--- src/rtl/cpa_pkg.sv ---
// ============================================================================
// cpa_pkg
// Shared widths, constants, tables and cell types of the CPA/TCPA unit.
// ============================================================================
package cpa_pkg;

    localparam int COORD_BITS   = 24;
    localparam int CORDIC_STEPS = 16;
    localparam int ATAN_LEN     = 24;

    localparam int SPD_W   = 10;
    localparam int CRS_W   = 12;
    localparam int RX_W    = COORD_BITS + 1;
    localparam int VEL_W   = 24;
    localparam int RV_W    = VEL_W + 1;
    localparam int RV2_W   = 2 * RV_W;
    localparam int DOT_W   = RX_W + RV_W + 1;
    localparam int DIV_W   = RV2_W + 1;
    localparam int Z_W     = 33;
    localparam int P_W     = 34;
    localparam int N_W     = 25;
    localparam int M_W     = 51;
    localparam int S16_W   = 22;
    localparam int G_W     = 52;
    localparam int SQ_W    = 64;
    localparam int QUO_W   = 32;
    localparam int STEP_W  = 5;
    localparam int CPA_W   = 25;
    localparam int TIME_W  = 32;
    localparam int VMAG_W  = 32;

    // Row lengths of the two divide/root sections
    localparam int A_STEPS = 32;
    localparam int B_STEPS = 26;

    // Register positions along the pipeline
    localparam int A_END = 37 + CORDIC_STEPS;
    localparam int B_END = 64 + CORDIC_STEPS;
    localparam int LAT   = 66 + CORDIC_STEPS;

    localparam logic [CRS_W-1:0] FULL_TURN = CRS_W'(3600);
    localparam logic [CRS_W-1:0] HALF_TURN = CRS_W'(1800);
    localparam logic [CRS_W-1:0] Q1_LIMIT  = CRS_W'(900);
    localparam logic [CRS_W-1:0] Q3_LIMIT  = CRS_W'(2700);

    localparam logic [P_W-1:0]          KNOT_Q24    = P_W'(8630938);
    localparam logic [P_W-1:0]          KNOT_RND    = P_W'(1280);
    localparam logic [M_W-1:0]          RECIP5      = M_W'(53687092);
    localparam int                      RECIP5_SH   = 28;
    localparam logic [G_W-1:0]          GAIN_Q30    = G_W'(652032874);
    localparam logic [G_W-1:0]          HALF_Q30    = G_W'(1) << 29;
    localparam logic signed [Z_W-1:0]   DECIDEG_Q30 = Z_W'(1874033);

    typedef struct packed {
        logic signed [VEL_W-1:0] x;
        logic signed [VEL_W-1:0] y;
        logic signed [Z_W-1:0]   z;
        logic                    flip;
    } cord_t;

    typedef struct packed {
        logic [DIV_W-1:0] rem;
        logic [DIV_W-1:0] d;
        logic [QUO_W-1:0] feed;
        logic [QUO_W-1:0] quo;
    } div_t;

    typedef struct packed {
        logic [SQ_W-1:0] n;
        logic [SQ_W-1:0] res;
    } sq_t;

    function automatic logic signed [Z_W-1:0] atan_q30(input logic [STEP_W-1:0] i);
        logic signed [Z_W-1:0] r;
        case (i)
            5'd0:    r = Z_W'(843314856);
            5'd1:    r = Z_W'(497837829);
            5'd2:    r = Z_W'(263043836);
            5'd3:    r = Z_W'(133525158);
            5'd4:    r = Z_W'(67021686);
            5'd5:    r = Z_W'(33543515);
            5'd6:    r = Z_W'(16775850);
            5'd7:    r = Z_W'(8388437);
            5'd8:    r = Z_W'(4194282);
            5'd9:    r = Z_W'(2097149);
            5'd10:   r = Z_W'(1048575);
            5'd11:   r = Z_W'(524287);
            5'd12:   r = Z_W'(262143);
            5'd13:   r = Z_W'(131071);
            5'd14:   r = Z_W'(65535);
            5'd15:   r = Z_W'(32767);
            5'd16:   r = Z_W'(16383);
            5'd17:   r = Z_W'(8191);
            5'd18:   r = Z_W'(4095);
            5'd19:   r = Z_W'(2047);
            5'd20:   r = Z_W'(1023);
            5'd21:   r = Z_W'(511);
            5'd22:   r = Z_W'(255);
            5'd23:   r = Z_W'(127);
            default: r = '0;
        endcase
        return r;
    endfunction

endpackage

--- src/rtl/cpa_div_cell.sv ---
// ============================================================================
// cpa_div_cell
// One restoring-division step: shift in a dividend bit, subtract if it fits.
// ============================================================================
module cpa_div_cell (
    input  logic          clk,
    input  logic          en,
    input  cpa_pkg::div_t d_in,
    output cpa_pkg::div_t d_out
);

    cpa_pkg::div_t d_reg;
    cpa_pkg::div_t d_next;

    logic [cpa_pkg::DIV_W-1:0] r2;

    always_comb
    begin
        r2 = {d_in.rem[cpa_pkg::DIV_W-2:0], d_in.feed[cpa_pkg::QUO_W-1]};
        d_next.d    = d_in.d;
        d_next.feed = {d_in.feed[cpa_pkg::QUO_W-2:0], 1'b0};
        if (r2 >= d_in.d)
        begin
            d_next.rem = r2 - d_in.d;
            d_next.quo = {d_in.quo[cpa_pkg::QUO_W-2:0], 1'b1};
        end
        else
        begin
            d_next.rem = r2;
            d_next.quo = {d_in.quo[cpa_pkg::QUO_W-2:0], 1'b0};
        end
    end

    always_ff @(posedge clk)
    begin
        if (en)
        begin
            d_reg <= d_next;
        end
    end

    assign d_out = d_reg;

endmodule

--- config.mk ---
export PLATFORM = sky130hd
export DESIGN_NAME = cpa_div_cell
export DESIGN_NICKNAME = d
export VERILOG_FILES = /design/src/rtl/cpa_pkg.sv /design/src/rtl/cpa_div_cell.sv
export SDC_FILE = /design/constraint.sdc
export NUM_CORES = 1
export LEC_CHECK = 0
export BUFFER_PORTS_ARGS = -buffer_cell sky130_fd_sc_hd__clkbuf_2
export CORE_ASPECT_RATIO = 0.6
export CORE_UTILIZATION = 34
export DETAILED_ROUTE_END_ITERATION = 16
export PLACE_DENSITY = 0.6
export RECOVER_POWER = 100
export SLEW_MARGIN = 20
export SYNTH_ARGS = -nofsm -noshare
export SYNTH_HDL_FRONTEND = slang
export SYNTH_SLANG_ARGS = --single-unit
--- constraint.sdc ---
create_clock -name clk -period 8.4 [get_ports clk]
set_clock_uncertainty 0.1 [all_clocks]
set_input_delay 0 -clock clk [delete_from_list [all_inputs] [get_ports clk]]
set_output_delay 0 -clock clk [all_outputs]
set_load 0.05 [all_outputs]
==> metrics list <==
- The synthesized netlist devotes ~17% of its cell area to compound gates.
- Synth warn: 0
- For this configuration, the core starts out at a cell density of 35.4%.
* CTS tree: done
- Critical Path Fanout Max: 73
- Combinational family with the most area after synthesis: compound AO/OA/AOI/OAI gates
* Critical setup path kind: in2reg
* Detailed router's first-iteration violation count: roughly 520
* Total standard cell area after synthesis: 8730 um2
* Number of ports placed on the die boundary: 334
- The longest clock path from root to sink contains 2 buffers.
- A synthesized cell averages between 10 and 15 um2.
- Crit path cell chain: dlygate4sd3_1 > clkbuf_1 > inv_1 > ha_1 > a21o_1 > a21oi_1 > a21oi_1 > o2111ai_1 > o211ai_1 > a21oi_1 > o21ai_0 > a31oi_1 > buf_4 > inv_1 > mux2_2
* Slew margin rel.: -264%
- Wirelength per Cell: approximately 17 um
* GRT Util Overall: 20.2%
- Post-synthesis xor/xnor area fraction: 4.92%
- Counting instances in the post-synthesis netlist gives the leading cell types as edfxtp_1 (165), nand2_1 (89), inv_1 (64).
* Number of endpoints with negative hold slack in the final report: 0
* Final setup violation count: 0
* Fillers: approximately 2300
- Antenna violation net count after detailed routing: 0
- Number of antenna violations at the first check in global routing: 2
- Once layout is complete, the utilization of the core stands at 51.1%.
- For this run, design rule violations remaining after detail routing come to 0.
* Number of max-cap violations: 3
- Area of the core region: between 20000 and 25000 um2
- Flip-flop count of the largest register, all copies and words added: 165
- Number of global-route vias before repair: 7582
- STA puts the critical path data required time at ~8.5 ns.
- Failing checks: max-capacitance violations, max-slew violations
* Total count of max-transition violations in the final report: between 150 and 200
- Ratio of total power to cell area: 209 nW/um2
- Fraction of layout instances using a drive strength above 1: 12.9%
* Count of vias placed by the detailed router: 7721
- In this run the core area contains between 40 and 50 standard-cell rows.
* Overall die area: 26300 um2
- Maximum number of pins on one net before global-route repair: 101
- Number of synthesized register bits: 165
- On the critical path, the stage with the largest delay is an instance of a31oi_1.
- Result of the run: finished with violations
- Most frequent cell after synthesis: edfxtp_1
- The first TritonRoute pass finished after 6 iterations.
* Gate count after technology mapping: 772
- Number of vias per cell after detailed routing: 4.84
- For this run the aggregate overflow at the end of global routing stands at 0.
- The congestion estimate from routability-driven global placement came to 0.855.
- Clock-pin slew was measured on the worst setup and hold paths at 0.07 ns.
- Category of the worst setup path launch point: input port
- Final cycle utilization of the critical path: between 60 and 70%
* Setup TNS Final: 0 ns
- In this run the static leakage power is 5.17 nW.
* Adder and majority cell fraction of the synthesized area: 7.54%
* Area grow syn2layout: 44.4%
- The routed design has 26.5 mm of wire.
- For the worst setup path, the data arrival time is 5.74 ns.
* Clock Tree Root: clkbuf_16
- For the pin with the worst max-slew slack, the measured transition is 5.46 ns.
- After layout, the minimum clock period comes to 5.65 ns.
* Cell type with the highest occurrence count on the critical path: a21oi_1
* RSZ-0062 raised after global routing: no
- HPWL Detailed: between 15 and 20 mm
- edfxtp_1 takes more of the synthesized area than any other cell.
- Multiplexer fraction of the synthesized cell area: less than 1%
* Number of nets produced by synthesis: 992
* Horizontal extent of the die: around 210 um
- Main flop type after synthesis: edfxtp_1
- The first global-routing pass estimated 41.1 mm of wire.
- Num Clock Sinks: 165
* Chip Height: about 130 um
- In the final design database the tool counted ~1500 nets.
- Maximum vdd drop: 139 uV
* Post-synth EDFFs: 165
- Critical path endpoint category: flop
- Max stage delay on crit path: 1.61 ns
- Of the total synthesized cell area, the portion taken by AND, OR, NAND and NOR gates is 9.22%.
* Top area cells in the synthesized netlist: edfxtp_1 (57%), ha_1 (7.3%), nand2_1 (3.8%), a21oi_1 (3.4%), o21ai_0 (3.4%)
- Summing internal, switching and leakage power gives 2.63 mW.
- During placement, the flow inserted port buffers numbering 330.
* Kind of path behind the tightest hold check: in2reg
* Number of unique standard cell types used by synthesis: 60
- In this run the most critical hold path is launched from d_in[43].
* H-tree lvl count: 4
- Critical path origin: d_in[67]
- Quantity of gates resized following cts: 0
- Counting the buffers created by CTS gives 17.
* Fraction of post-synthesis cell area in the top cell type by area: 56.8%
* Timing-limited maximum frequency: around 180 MHz
- The share of the Yosys chip area taken by registers is a little under three fifths.
- For this run, asynchronously set or reset flops after synthesis account for 0%.
metal layers:
layer / wire length, um / global-route usage [%]
met1: 12800 / 27.9
met2: 11900 / 31.5
met3: 1560 / 5.31
met4: 221 / 5.15
met5: 0 / 0
cell type report:
class / instances / area [um2] / share of cell area, %
Sequential cell: 165 / 4950 / 39.3
Tap cell: 322 / 403 / 3.20
Antenna cell: 2 / 5.00 / 0.0397
Timing Repair Buffer: 496 / 3040 / 24.1
Clock buffer: 17 / 425 / 3.38
Multi-Input combinational cell: 512 / 3340 / 26.5
Inverter: 65 / 244 / 1.94
Clock inverter: 15 / 185 / 1.47
placed cells by master, fill, tap and decap left out, types with 5 or more instances in the layout:
master         instances
nand2b_1               6
o21ai_0               72
clkbuf_16             17
clkbuf_1             212
nor3_1                 6
nand2_1               89
xnor2_1               26
nand3_1               11
dlygate4sd3_1        164
o21ai_1                7
or3_1                  5
a31oi_1               11
o21bai_1              14
inv_6                  5
ha_1                  51
edfxtp_1             165
xor2_1                23
inv_1                 65
nor2_1                24
clkbuf_2             119
nand4_1               10
and3_1                12
a21oi_1               61
a21o_1                31
where the power goes:
group	leakage (nW)	internal (mW)	switching, mW
logic	3.27	0.221	0.554
registers	1.61	1.01	0.0239
clock network	0.290	0.452	0.371
total	5.17	1.68	0.948
logic make-up (layout without fill, tap and decap cells):
group	after synthesis	after routing
AO/OA/AOI/OAI	230	230
AND/OR/NAND/NOR	177	177
flip-flops	165	165
buffers and inverters	95	593
adder cells (fa/ha/maj)	52	52
XOR/XNOR	49	49
multiplexers	3	3
other	1	3
final timing paths:
path	end	cells after the start
min	d_out[44]	2
max	d_out[164]	15
metrics by stage:
step | area, um2 | std cells | hold slack, ns | worst slack, ns
floorplan | 8730 | 772 | -0.00113 | 5.63
global placement | 10600 | 1396 | 0.0767 | 4.31
detailed placement | 10600 | 1396 | 0.0786 | 4.25
CTS | 12900 | 1592 | 0.0674 | 4.18
global route | 12600 | 1594 | 0.148 | 2.14
finish | 12600 | 1594 | 0.171 | 2.75
what timing repair did:
action	CTS	global route
hold buffers	164	0
buffers inserted	0	0
hold endpoints to repair	164	0
critical path: cells and delay by family:
kind / cells / cell delay [ns]
AO/OA/AOI/OAI: 8 / 3.47
buffers and inverters: 5 / 1.60
adder cells (fa/ha/maj): 1 / 0.35
multiplexers: 1 / 0.29
Note: power is estimated with default switching activity, not from simulation.
