**config.mk**
```make
export PLATFORM = sky130hd
export DESIGN_NAME = cpa_cordic_cell
export DESIGN_NICKNAME = d
export VERILOG_FILES = /design/src/rtl/cpa_pkg.sv /design/src/rtl/cpa_cordic_cell.sv
export SDC_FILE = /design/constraint.sdc
export NUM_CORES = 1
export LEC_CHECK = 0
export BUFFER_PORTS_ARGS = -buffer_cell sky130_fd_sc_hd__buf_2
export CORE_MARGIN = 2
export CORE_UTILIZATION = 60
export DETAILED_ROUTE_END_ITERATION = 8
export GPL_TIMING_DRIVEN = 0
export HOLD_SLACK_MARGIN = 0.03
export PLACE_DENSITY = 0.83
export SLEW_MARGIN = 15
export SYNTH_ARGS = -nofsm -noshare
export SYNTH_HDL_FRONTEND = slang
export SYNTH_SLANG_ARGS = --single-unit
export TNS_END_PERCENT = 30
```
**constraint.sdc**
```tcl
create_clock -name clk -period 8.8 [get_ports clk]
set_input_delay 1.32 -clock clk [delete_from_list [all_inputs] [get_ports clk]]
set_output_delay 1.32 -clock clk [all_outputs]
set_load 0.005 [all_outputs]
```
**src/rtl/cpa_pkg.sv**
```systemverilog
// ============================================================================
// cpa_pkg
// Shared widths, constants, tables and cell types of the CPA/TCPA unit.
// ============================================================================
package cpa_pkg;

    localparam int COORD_BITS   = 24;
    localparam int CORDIC_STEPS = 16;
    localparam int ATAN_LEN     = 24;

    localparam int SPD_W   = 10;
    localparam int CRS_W   = 12;
    localparam int RX_W    = COORD_BITS + 1;
    localparam int VEL_W   = 24;
    localparam int RV_W    = VEL_W + 1;
    localparam int RV2_W   = 2 * RV_W;
    localparam int DOT_W   = RX_W + RV_W + 1;
    localparam int DIV_W   = RV2_W + 1;
    localparam int Z_W     = 33;
    localparam int P_W     = 34;
    localparam int N_W     = 25;
    localparam int M_W     = 51;
    localparam int S16_W   = 22;
    localparam int G_W     = 52;
    localparam int SQ_W    = 64;
    localparam int QUO_W   = 32;
    localparam int STEP_W  = 5;
    localparam int CPA_W   = 25;
    localparam int TIME_W  = 32;
    localparam int VMAG_W  = 32;

    // Row lengths of the two divide/root sections
    localparam int A_STEPS = 32;
    localparam int B_STEPS = 26;

    // Register positions along the pipeline
    localparam int A_END = 37 + CORDIC_STEPS;
    localparam int B_END = 64 + CORDIC_STEPS;
    localparam int LAT   = 66 + CORDIC_STEPS;

    localparam logic [CRS_W-1:0] FULL_TURN = CRS_W'(3600);
    localparam logic [CRS_W-1:0] HALF_TURN = CRS_W'(1800);
    localparam logic [CRS_W-1:0] Q1_LIMIT  = CRS_W'(900);
    localparam logic [CRS_W-1:0] Q3_LIMIT  = CRS_W'(2700);

    localparam logic [P_W-1:0]          KNOT_Q24    = P_W'(8630938);
    localparam logic [P_W-1:0]          KNOT_RND    = P_W'(1280);
    localparam logic [M_W-1:0]          RECIP5      = M_W'(53687092);
    localparam int                      RECIP5_SH   = 28;
    localparam logic [G_W-1:0]          GAIN_Q30    = G_W'(652032874);
    localparam logic [G_W-1:0]          HALF_Q30    = G_W'(1) << 29;
    localparam logic signed [Z_W-1:0]   DECIDEG_Q30 = Z_W'(1874033);

    typedef struct packed {
        logic signed [VEL_W-1:0] x;
        logic signed [VEL_W-1:0] y;
        logic signed [Z_W-1:0]   z;
        logic                    flip;
    } cord_t;

    typedef struct packed {
        logic [DIV_W-1:0] rem;
        logic [DIV_W-1:0] d;
        logic [QUO_W-1:0] feed;
        logic [QUO_W-1:0] quo;
    } div_t;

    typedef struct packed {
        logic [SQ_W-1:0] n;
        logic [SQ_W-1:0] res;
    } sq_t;

    function automatic logic signed [Z_W-1:0] atan_q30(input logic [STEP_W-1:0] i);
        logic signed [Z_W-1:0] r;
        case (i)
            5'd0:    r = Z_W'(843314856);
            5'd1:    r = Z_W'(497837829);
            5'd2:    r = Z_W'(263043836);
            5'd3:    r = Z_W'(133525158);
            5'd4:    r = Z_W'(67021686);
            5'd5:    r = Z_W'(33543515);
            5'd6:    r = Z_W'(16775850);
            5'd7:    r = Z_W'(8388437);
            5'd8:    r = Z_W'(4194282);
            5'd9:    r = Z_W'(2097149);
            5'd10:   r = Z_W'(1048575);
            5'd11:   r = Z_W'(524287);
            5'd12:   r = Z_W'(262143);
            5'd13:   r = Z_W'(131071);
            5'd14:   r = Z_W'(65535);
            5'd15:   r = Z_W'(32767);
            5'd16:   r = Z_W'(16383);
            5'd17:   r = Z_W'(8191);
            5'd18:   r = Z_W'(4095);
            5'd19:   r = Z_W'(2047);
            5'd20:   r = Z_W'(1023);
            5'd21:   r = Z_W'(511);
            5'd22:   r = Z_W'(255);
            5'd23:   r = Z_W'(127);
            default: r = '0;
        endcase
        return r;
    endfunction

endpackage

```
**src/rtl/cpa_cordic_cell.sv**
```systemverilog
// ============================================================================
// cpa_cordic_cell
// One rotation step of the CORDIC row; registered.
// ============================================================================
module cpa_cordic_cell (
    input  logic                          clk,
    input  logic                          en,
    input  logic [cpa_pkg::STEP_W-1:0]    step,
    input  cpa_pkg::cord_t                c_in,
    output cpa_pkg::cord_t                c_out
);

    cpa_pkg::cord_t c_reg;
    cpa_pkg::cord_t c_next;

    logic signed [cpa_pkg::VEL_W-1:0] xi;
    logic signed [cpa_pkg::VEL_W-1:0] yi;
    logic signed [cpa_pkg::VEL_W-1:0] dx;
    logic signed [cpa_pkg::VEL_W-1:0] dy;
    logic signed [cpa_pkg::Z_W-1:0]   zi;
    logic signed [cpa_pkg::Z_W-1:0]   ang;

    always_comb
    begin
        xi  = c_in.x;
        yi  = c_in.y;
        zi  = c_in.z;
        dx  = yi >>> step;
        dy  = xi >>> step;
        ang = cpa_pkg::atan_q30(step);
        c_next.flip = c_in.flip;
        // rotate toward zero residual angle
        if (!zi[cpa_pkg::Z_W-1])
        begin
            c_next.x = xi - dx;
            c_next.y = yi + dy;
            c_next.z = zi - ang;
        end
        else
        begin
            c_next.x = xi + dx;
            c_next.y = yi - dy;
            c_next.z = zi + ang;
        end
    end

    always_ff @(posedge clk)
    begin
        if (en)
        begin
            c_reg <= c_next;
        end
    end

    assign c_out = c_reg;

endmodule

```
==> results.ini, run 1 <==
[placed_design]
place_congestion=1.07
placed_area_mm2=0.0126
post-place-ws_ns=0.570
portBuffers=168
dp_hpwl_um=33100
dp_cells=1708

[detailed_routing]
drtIter0Drc=1299
route.detailed.drc=0
drtPass1Iterations=8
num_vias=11996
viasPerCell=6.96
wl_um=42700
ant_nets=0
wl_per_cell_um=24.8

[layout]
antenna_cells=0
multi_input_area_mm2=0.00850
layout_common_cells=buf_2, nor2_1, a21oi_1
syn_to_final_growth_pct=12.7
fillCellCount=1510
final_area_mm2=0.0129
final_common_cell=buf_2
layout-drive-gt1-share=0.195
final_nets=1666
stdcell_count=1724
regArea_mm2=0.00246
post-route-util=0.688
largest_reg_flops=82

[power]
pwr_density_cell_mw_per_mm2=161
leakagePower_nw=5.41
vdd_ir_drop_max_v=0.000128

[yosys]
syn_inst=1305
synth_top_area_frac=0.216
synth_edf_count=82
synth_seq_cells=82
async_flop_share=0
synth_ff_type=edfxtp_1
synth_area_mm2=0.0114
yosys_warnings=0
ys_types=80
yosysSeqAreaShare=0.216
synth_top_cell_by_area=edfxtp_1
synth_nets=1486
synthTopCellsByArea=edfxtp_1, ha_1, xnor2_1
synth.avg_cell_area_um2=8.74

[run_status]
status=finished, final reports clean

[timing]
finalSetupViolCount=0
layout_setup_ws_ns=0.716
tightestPinTransition_ns=1.21
drv_slew=0
fin_tns_setup_ns=0
final_hold_viol_count=0
rsz0062_at_grt=no
max_slew_margin=0.191
fin_crit_sh=0.919
fmax_ghz=0.124
finalCriticalPeriod_ns=8.08

[clock_network]
clk_pin_slew_ns=0.07
hold_buffers=0
cts.path.max_buffers=2
post_cts_resized=0
cts_buffers=9
cts_tree=done
cts-root-buf=clkbuf_16
clkSinkCount=82
htree_levels=3
cts_setup_buffers=0

[critical_path]
worst-path-max-fanout=13
cp-start-kind=primary input
crit_slowest_cell=nor4b_1
arrival_ns=8.18
slowest_delay_ns=0.75
cp_common_cell=buf_2
required_ns=8.90
crit_type=in2reg
worstSetupEndpointType=flip-flop

[floorplan]
core_mm2=0.0187
num_rows=50
die_h_um=142
die_width_um=142
start_util=0.610
pin_count=171
dieArea_mm2=0.0201

[worst_hold_path]
hold_class=in2reg

[global_routing]
grt_max_degree=50
track_usage=0.423
grt_pass1_wl_um=65100
grt_pass1_vias=11786
antenna_found_initial=0
grt.overflow.total=0

[flow_run]
maxCapViolCount=0

## synthesized netlist by cell type (all sizes together), types with 9 or more instances
cell type / count
mux4: 35
nand2: 89
buf: 34
mux2: 31
o211ai: 9
inv: 36
a31oi: 18
o22ai: 18
o31ai: 9
edfxtp: 82
a21oi: 98
nor2: 121
xnor2: 81
a221oi: 10
and2: 11
xor2: 41
a21o: 29
mux2i: 47
or3: 15
nand3: 25
o21a: 18
clkbuf: 32
nor3: 49
a211oi: 17
and3: 16
o221ai: 12
o21ai: 73
nor2b: 17
ha: 89
nand2b: 24
## worst paths after layout
check | cells past startpoint | start | to
worst max-delay path | 26 | step[1] | c_out[33]$_DFFE_PP_
worst min-delay path | 1 | c_in[0] | c_out[0]$_DFFE_PP_
## kinds of logic after synthesis
group / after synthesis / share of synthesized area
AND/OR/NAND/NOR: 403 / 0.177
AO/OA/AOI/OAI: 389 / 0.226
XOR/XNOR: 122 / 0.0936
multiplexers: 113 / 0.145
buffers and inverters: 104 / 0.0406
adder cells (fa/ha/maj): 92 / 0.103
flip-flops: 82 / 0.216
## report_power, final
part	total, mW	internal [mW]	leakage, nW	switching, mW
sequential	0.590	0.570	0.803	0.0205
combinational	1.09	0.457	4.47	0.632
clock	0.386	0.194	0.133	0.193
## critical path: cells and delay by family
family          cells  cell delay [ns]
compound gates      5             1.13
xor+xnor            2             0.18
fa+ha+maj           3             0.79
buf+inv             9             2.53
simple gates        7             2.23
## cell type report
class                   count  share of cell area
plain buffers              66              0.0249
repair buffers            169              0.0677
clock buffers               9              0.0175
inverters                  38              0.0111
multi-input cells        1119               0.661
clock inverters             7             0.00399
well taps                 234              0.0228
flip-flops and latches     82               0.191
## through the flow
| stage | hold slack (ns) | power (mW) |
|---|---|---|
| 6_report | 1.13 | 2.07 |
| 3_5_place_dp | 1.50 | 1.66 |
| 3_3_place_gp | 1.50 | 1.63 |
| 2_1_floorplan | 1.42 | 1.32 |
| 5_1_grt | 1.14 | 2.18 |
| 4_1_cts | 1.13 | 2.04 |
## per-layer routing
metal / vias to the layer above / global-route usage / wire, µm
met3: 213 / 0.113 / 4860
met4: 0 / 0.267 / 2910
met1: 5563 / 0.507 / 15800
met5: - / 0 / 0
li1: 5348 / - / -
met2: 872 / 0.677 / 19200
(Power assumes the default switching activity.)
==> run 2: changes to the inputs <==
--- a/config.mk
+++ b/config.mk
@@ -7,11 +7,11 @@
 export LEC_CHECK = 0
 export BUFFER_PORTS_ARGS = -buffer_cell sky130_fd_sc_hd__buf_2
 export CORE_MARGIN = 2
-export CORE_UTILIZATION = 60
+export CORE_UTILIZATION = 54
 export DETAILED_ROUTE_END_ITERATION = 8
 export GPL_TIMING_DRIVEN = 0
 export HOLD_SLACK_MARGIN = 0.03
-export PLACE_DENSITY = 0.83
+export PLACE_DENSITY = 0.79
 export SLEW_MARGIN = 15
 export SYNTH_ARGS = -nofsm -noshare
 export SYNTH_HDL_FRONTEND = slang
==> constraint.sdc (replaced) <==
create_clock -name clk -period 7.13 [get_ports clk]
set_input_delay 1.0695 -clock clk [delete_from_list [all_inputs] [get_ports clk]]
set_output_delay 1.0695 -clock clk [all_outputs]
set_load 0.005 [all_outputs]
==> run 2 against run 1 <==
Critical path depth down 5. Clock-buffer cell count unchanged. Final area up 1.1%. Clock power up 25%. Setup slack worse by 0.64 ns. Worst hold slack worse by 0.25 ns. Combinational power up 25%. Utilization down 6.5 points. Largest power group unchanged.
==> results.ini, run 2 (synthesized netlist as in run 1, its figures left out) <==
[critical_path]
crit_buf_inv=4  ; was 9
slowest_delay_ns=0.81  ; was 0.75 ns
crit_family=simple AND/OR/NAND/NOR gates  ; was buffers and inverters
crit_path_cell_trace=buf_2 > buf_6 > buf_6 > buf_8 > mux2_2 > a222oi_1 > a21oi_1 > nor4bb_1 > and4b_1 > and4_1 > o22a_1 > o21ai_0 > ha_1 > o211ai_1 > or3_1 > nor3_2 > nor2_1 > a2111oi_2 > nor2_1 > a211o_1 > xnor2_1
arrival_ns=7.17  ; was 8.18 ns
cp-start-kind=primary input  ; unchanged
crit_slowest_cell=nor4bb_1  ; was nor4b_1
worst-path-max-fanout=10  ; was 13
worstSetupEndpointType=flip-flop  ; unchanged
required_ns=7.24  ; was 8.90 ns
crit_type=in2reg  ; unchanged

[global_routing]
grt.overflow.total=0  ; unchanged
grt_max_degree=46  ; was 50
grt_pass1_vias=11507  ; was 11786
track_usage=0.409  ; was 0.423
grt_pass1_wl_um=68200  ; was 65100 µm
antenna_found_initial=0  ; unchanged

[detailed_routing]
viasPerCell=6.80  ; was 6.96
wl_um=46000  ; was 42700 µm
drtIter0Drc=1119  ; was 1299
route.detailed.drc=0  ; unchanged
num_vias=12000  ; was 11996
drtPass1Iterations=8  ; unchanged
ant_nets=0  ; unchanged
wl_per_cell_um=26.1  ; was 24.8 µm

[run_status]
status=finished, final reports clean  ; unchanged

[worst_hold_path]
hold_class=in2reg  ; unchanged
min_to=c_out[0]$_DFFE_PP_  ; unchanged
holdPathStages=1  ; unchanged
min_from=c_in[0]  ; unchanged

[timing]
drv_slew=0  ; unchanged
max_slew_margin=0.125  ; was 0.191
fin_crit_sh=0.989
finalCriticalPeriod_ns=7.05
tightestPinTransition_ns=1.31  ; was 1.21 ns
finalSetupViolCount=0  ; unchanged
hold_slack_ns=0.874  ; was 1.13 ns
final_hold_viol_count=0  ; unchanged
layout_setup_ws_ns=0.0759  ; was 0.716 ns
rsz0062_at_grt=no  ; unchanged
fmax_ghz=0.142

[clock_network]
hold_buffers=0  ; unchanged
clk_pin_slew_ns=0.07  ; about the same
cts_setup_buffers=0  ; unchanged
clkSinkCount=82  ; unchanged
cts_tree=done  ; unchanged
cts_buffers=9  ; unchanged
cts.path.max_buffers=2  ; unchanged
cts-root-buf=clkbuf_16  ; unchanged
htree_levels=3  ; unchanged

[power]
p_sw_frac=0.414  ; was 0.409
combPwrFrac=0.529  ; was 0.527
intPower_mw=1.51  ; was 1.22 mW
pwr_density_cell_mw_per_mm2=198  ; was 161 mW/mm²
seqPwrFrac=0.283  ; was 0.286
leakagePower_nw=5.44  ; was 5.41 nW
vdd_ir_drop_max_v=0.000155  ; was 0.000128 V
p_clk_frac=0.187  ; about the same
power_mw=2.58  ; was 2.07 mW
p_sw_mw=1.07  ; was 845 µW

[layout]
syn_to_final_growth_pct=13.9  ; was 12.7%
final_common_cell=buf_2  ; unchanged
layout-drive-gt1-share=0.206  ; was 0.195
largest_reg_flops=82  ; unchanged
final_nets=1666  ; unchanged
antenna_cells=0  ; unchanged
layout_common_cells=buf_2, nor2_1, a21oi_1  ; unchanged
fillCellCount=1811  ; was 1510

[floorplan]
start_util=0.546  ; was 0.610
die_h_um=149  ; was 142 µm
die_width_um=149  ; was 142 µm
num_rows=53  ; was 50
core_mm2=0.0209  ; was 0.0187 mm²
dieArea_mm2=0.0223  ; was 0.0201 mm²
pin_count=171  ; unchanged

[flow_run]
maxCapViolCount=0  ; unchanged

[placed_design]
dp_hpwl_um=36100  ; was 33100 µm
portBuffers=168  ; unchanged
place_congestion=1.07  ; about the same
post-place-ws_ns=-1.08  ; was 0.570 ns

[run 2: changes by cell type in the layout (fill, tap and decap cells not counted), moves of 2 or more]
| cell | previous run | this run |
|---|---|---|
| a2111oi_0 | 4 | 2 |
| buf_1 | 8 | 5 |
| buf_2 | 186 | 184 |
| buf_6 | 4 | 7 |
| clkbuf_1 | 32 | 28 |
| clkbuf_2 | 0 | 4 |
| clkbuf_4 | 0 | 2 |
| clkinv_2 | 2 | 0 |
| clkinvlp_4 | 2 | 4 |
| mux2i_1 | 47 | 45 |
| mux2i_2 | 0 | 2 |
| nor4b_1 | 3 | 1 |
| nor4b_2 | 0 | 2 |
[run 2: layout make-up]
type | instances | area [µm²] | share of cell area
buffer | 65 | 342 | 0.0263
clock buffer | 9 | 225 | 0.0173
clock inverter | 7 | 52.6 | 0.00404
inverter | 38 | 146 | 0.0113
multi-input combinational | 1119 | 8550 | 0.658
sequential | 82 | 2460 | 0.189
tap | 275 | 344 | 0.0265
timing repair buffer | 170 | 875 | 0.0673
[run 2: metrics by stage]
| step | std cells | utilization | TNS [ns] | cell area, µm² |
|---|---|---|---|---|
| final | 1765 | 0.622 | 0 | 13000 |
| after global routing | 1765 | 0.622 | 0 | 13000 |
| after CTS | 1766 | 0.620 | 0 | 12900 |
| after detailed placement | 1750 | 0.605 | -16.63 | 12600 |
| after global placement | 1748 | 0.603 | -14.86 | 12600 |
| after floorplan | 1305 | - | 0 | 11400 |
[run 2: worst max-delay path by stage]
stage | start | to | cells past startpoint
after floorplan | step[1] | c_out[32]$_DFFE_PP_ | 27
after CTS | step[1] | c_out[81]$_DFFE_PP_ | 22
after global placement | step[1] | c_out[32]$_DFFE_PP_ | 27
final | step[0] | c_out[81]$_DFFE_PP_ | 21
after global routing | step[1] | c_out[32]$_DFFE_PP_ | 25
after detailed placement | step[1] | c_out[27]$_DFFE_PP_ | 25
[run 2: what timing repair did]
action / CTS / global route
resized for setup: 13 / 16
gates cloned: 0 / 0
endpoints found under the setup margin: 21 / 16
[run 2: power by group through the flow]
stage / logic (mW) / registers, mW / clock network, mW
5_1_grt: 1.48 / 0.744 / 0.495
2_1_floorplan: 0.868 / 0.762 / 0
6_report: 1.36 / 0.731 / 0.482
3_3_place_gp: 1.29 / 0.739 / 0
3_5_place_dp: 1.32 / 0.741 / 0
4_1_cts: 1.33 / 0.732 / 0.482
[run 2: per-layer routing]
layer,wire length [µm],GRT usage,vias to the layer above
met2,21300,0.673,724
met1,17900,0.508,5747
li1,-,-,5362
met5,0,0,-
met3,4260,0.0792,167
met4,2510,0.210,0
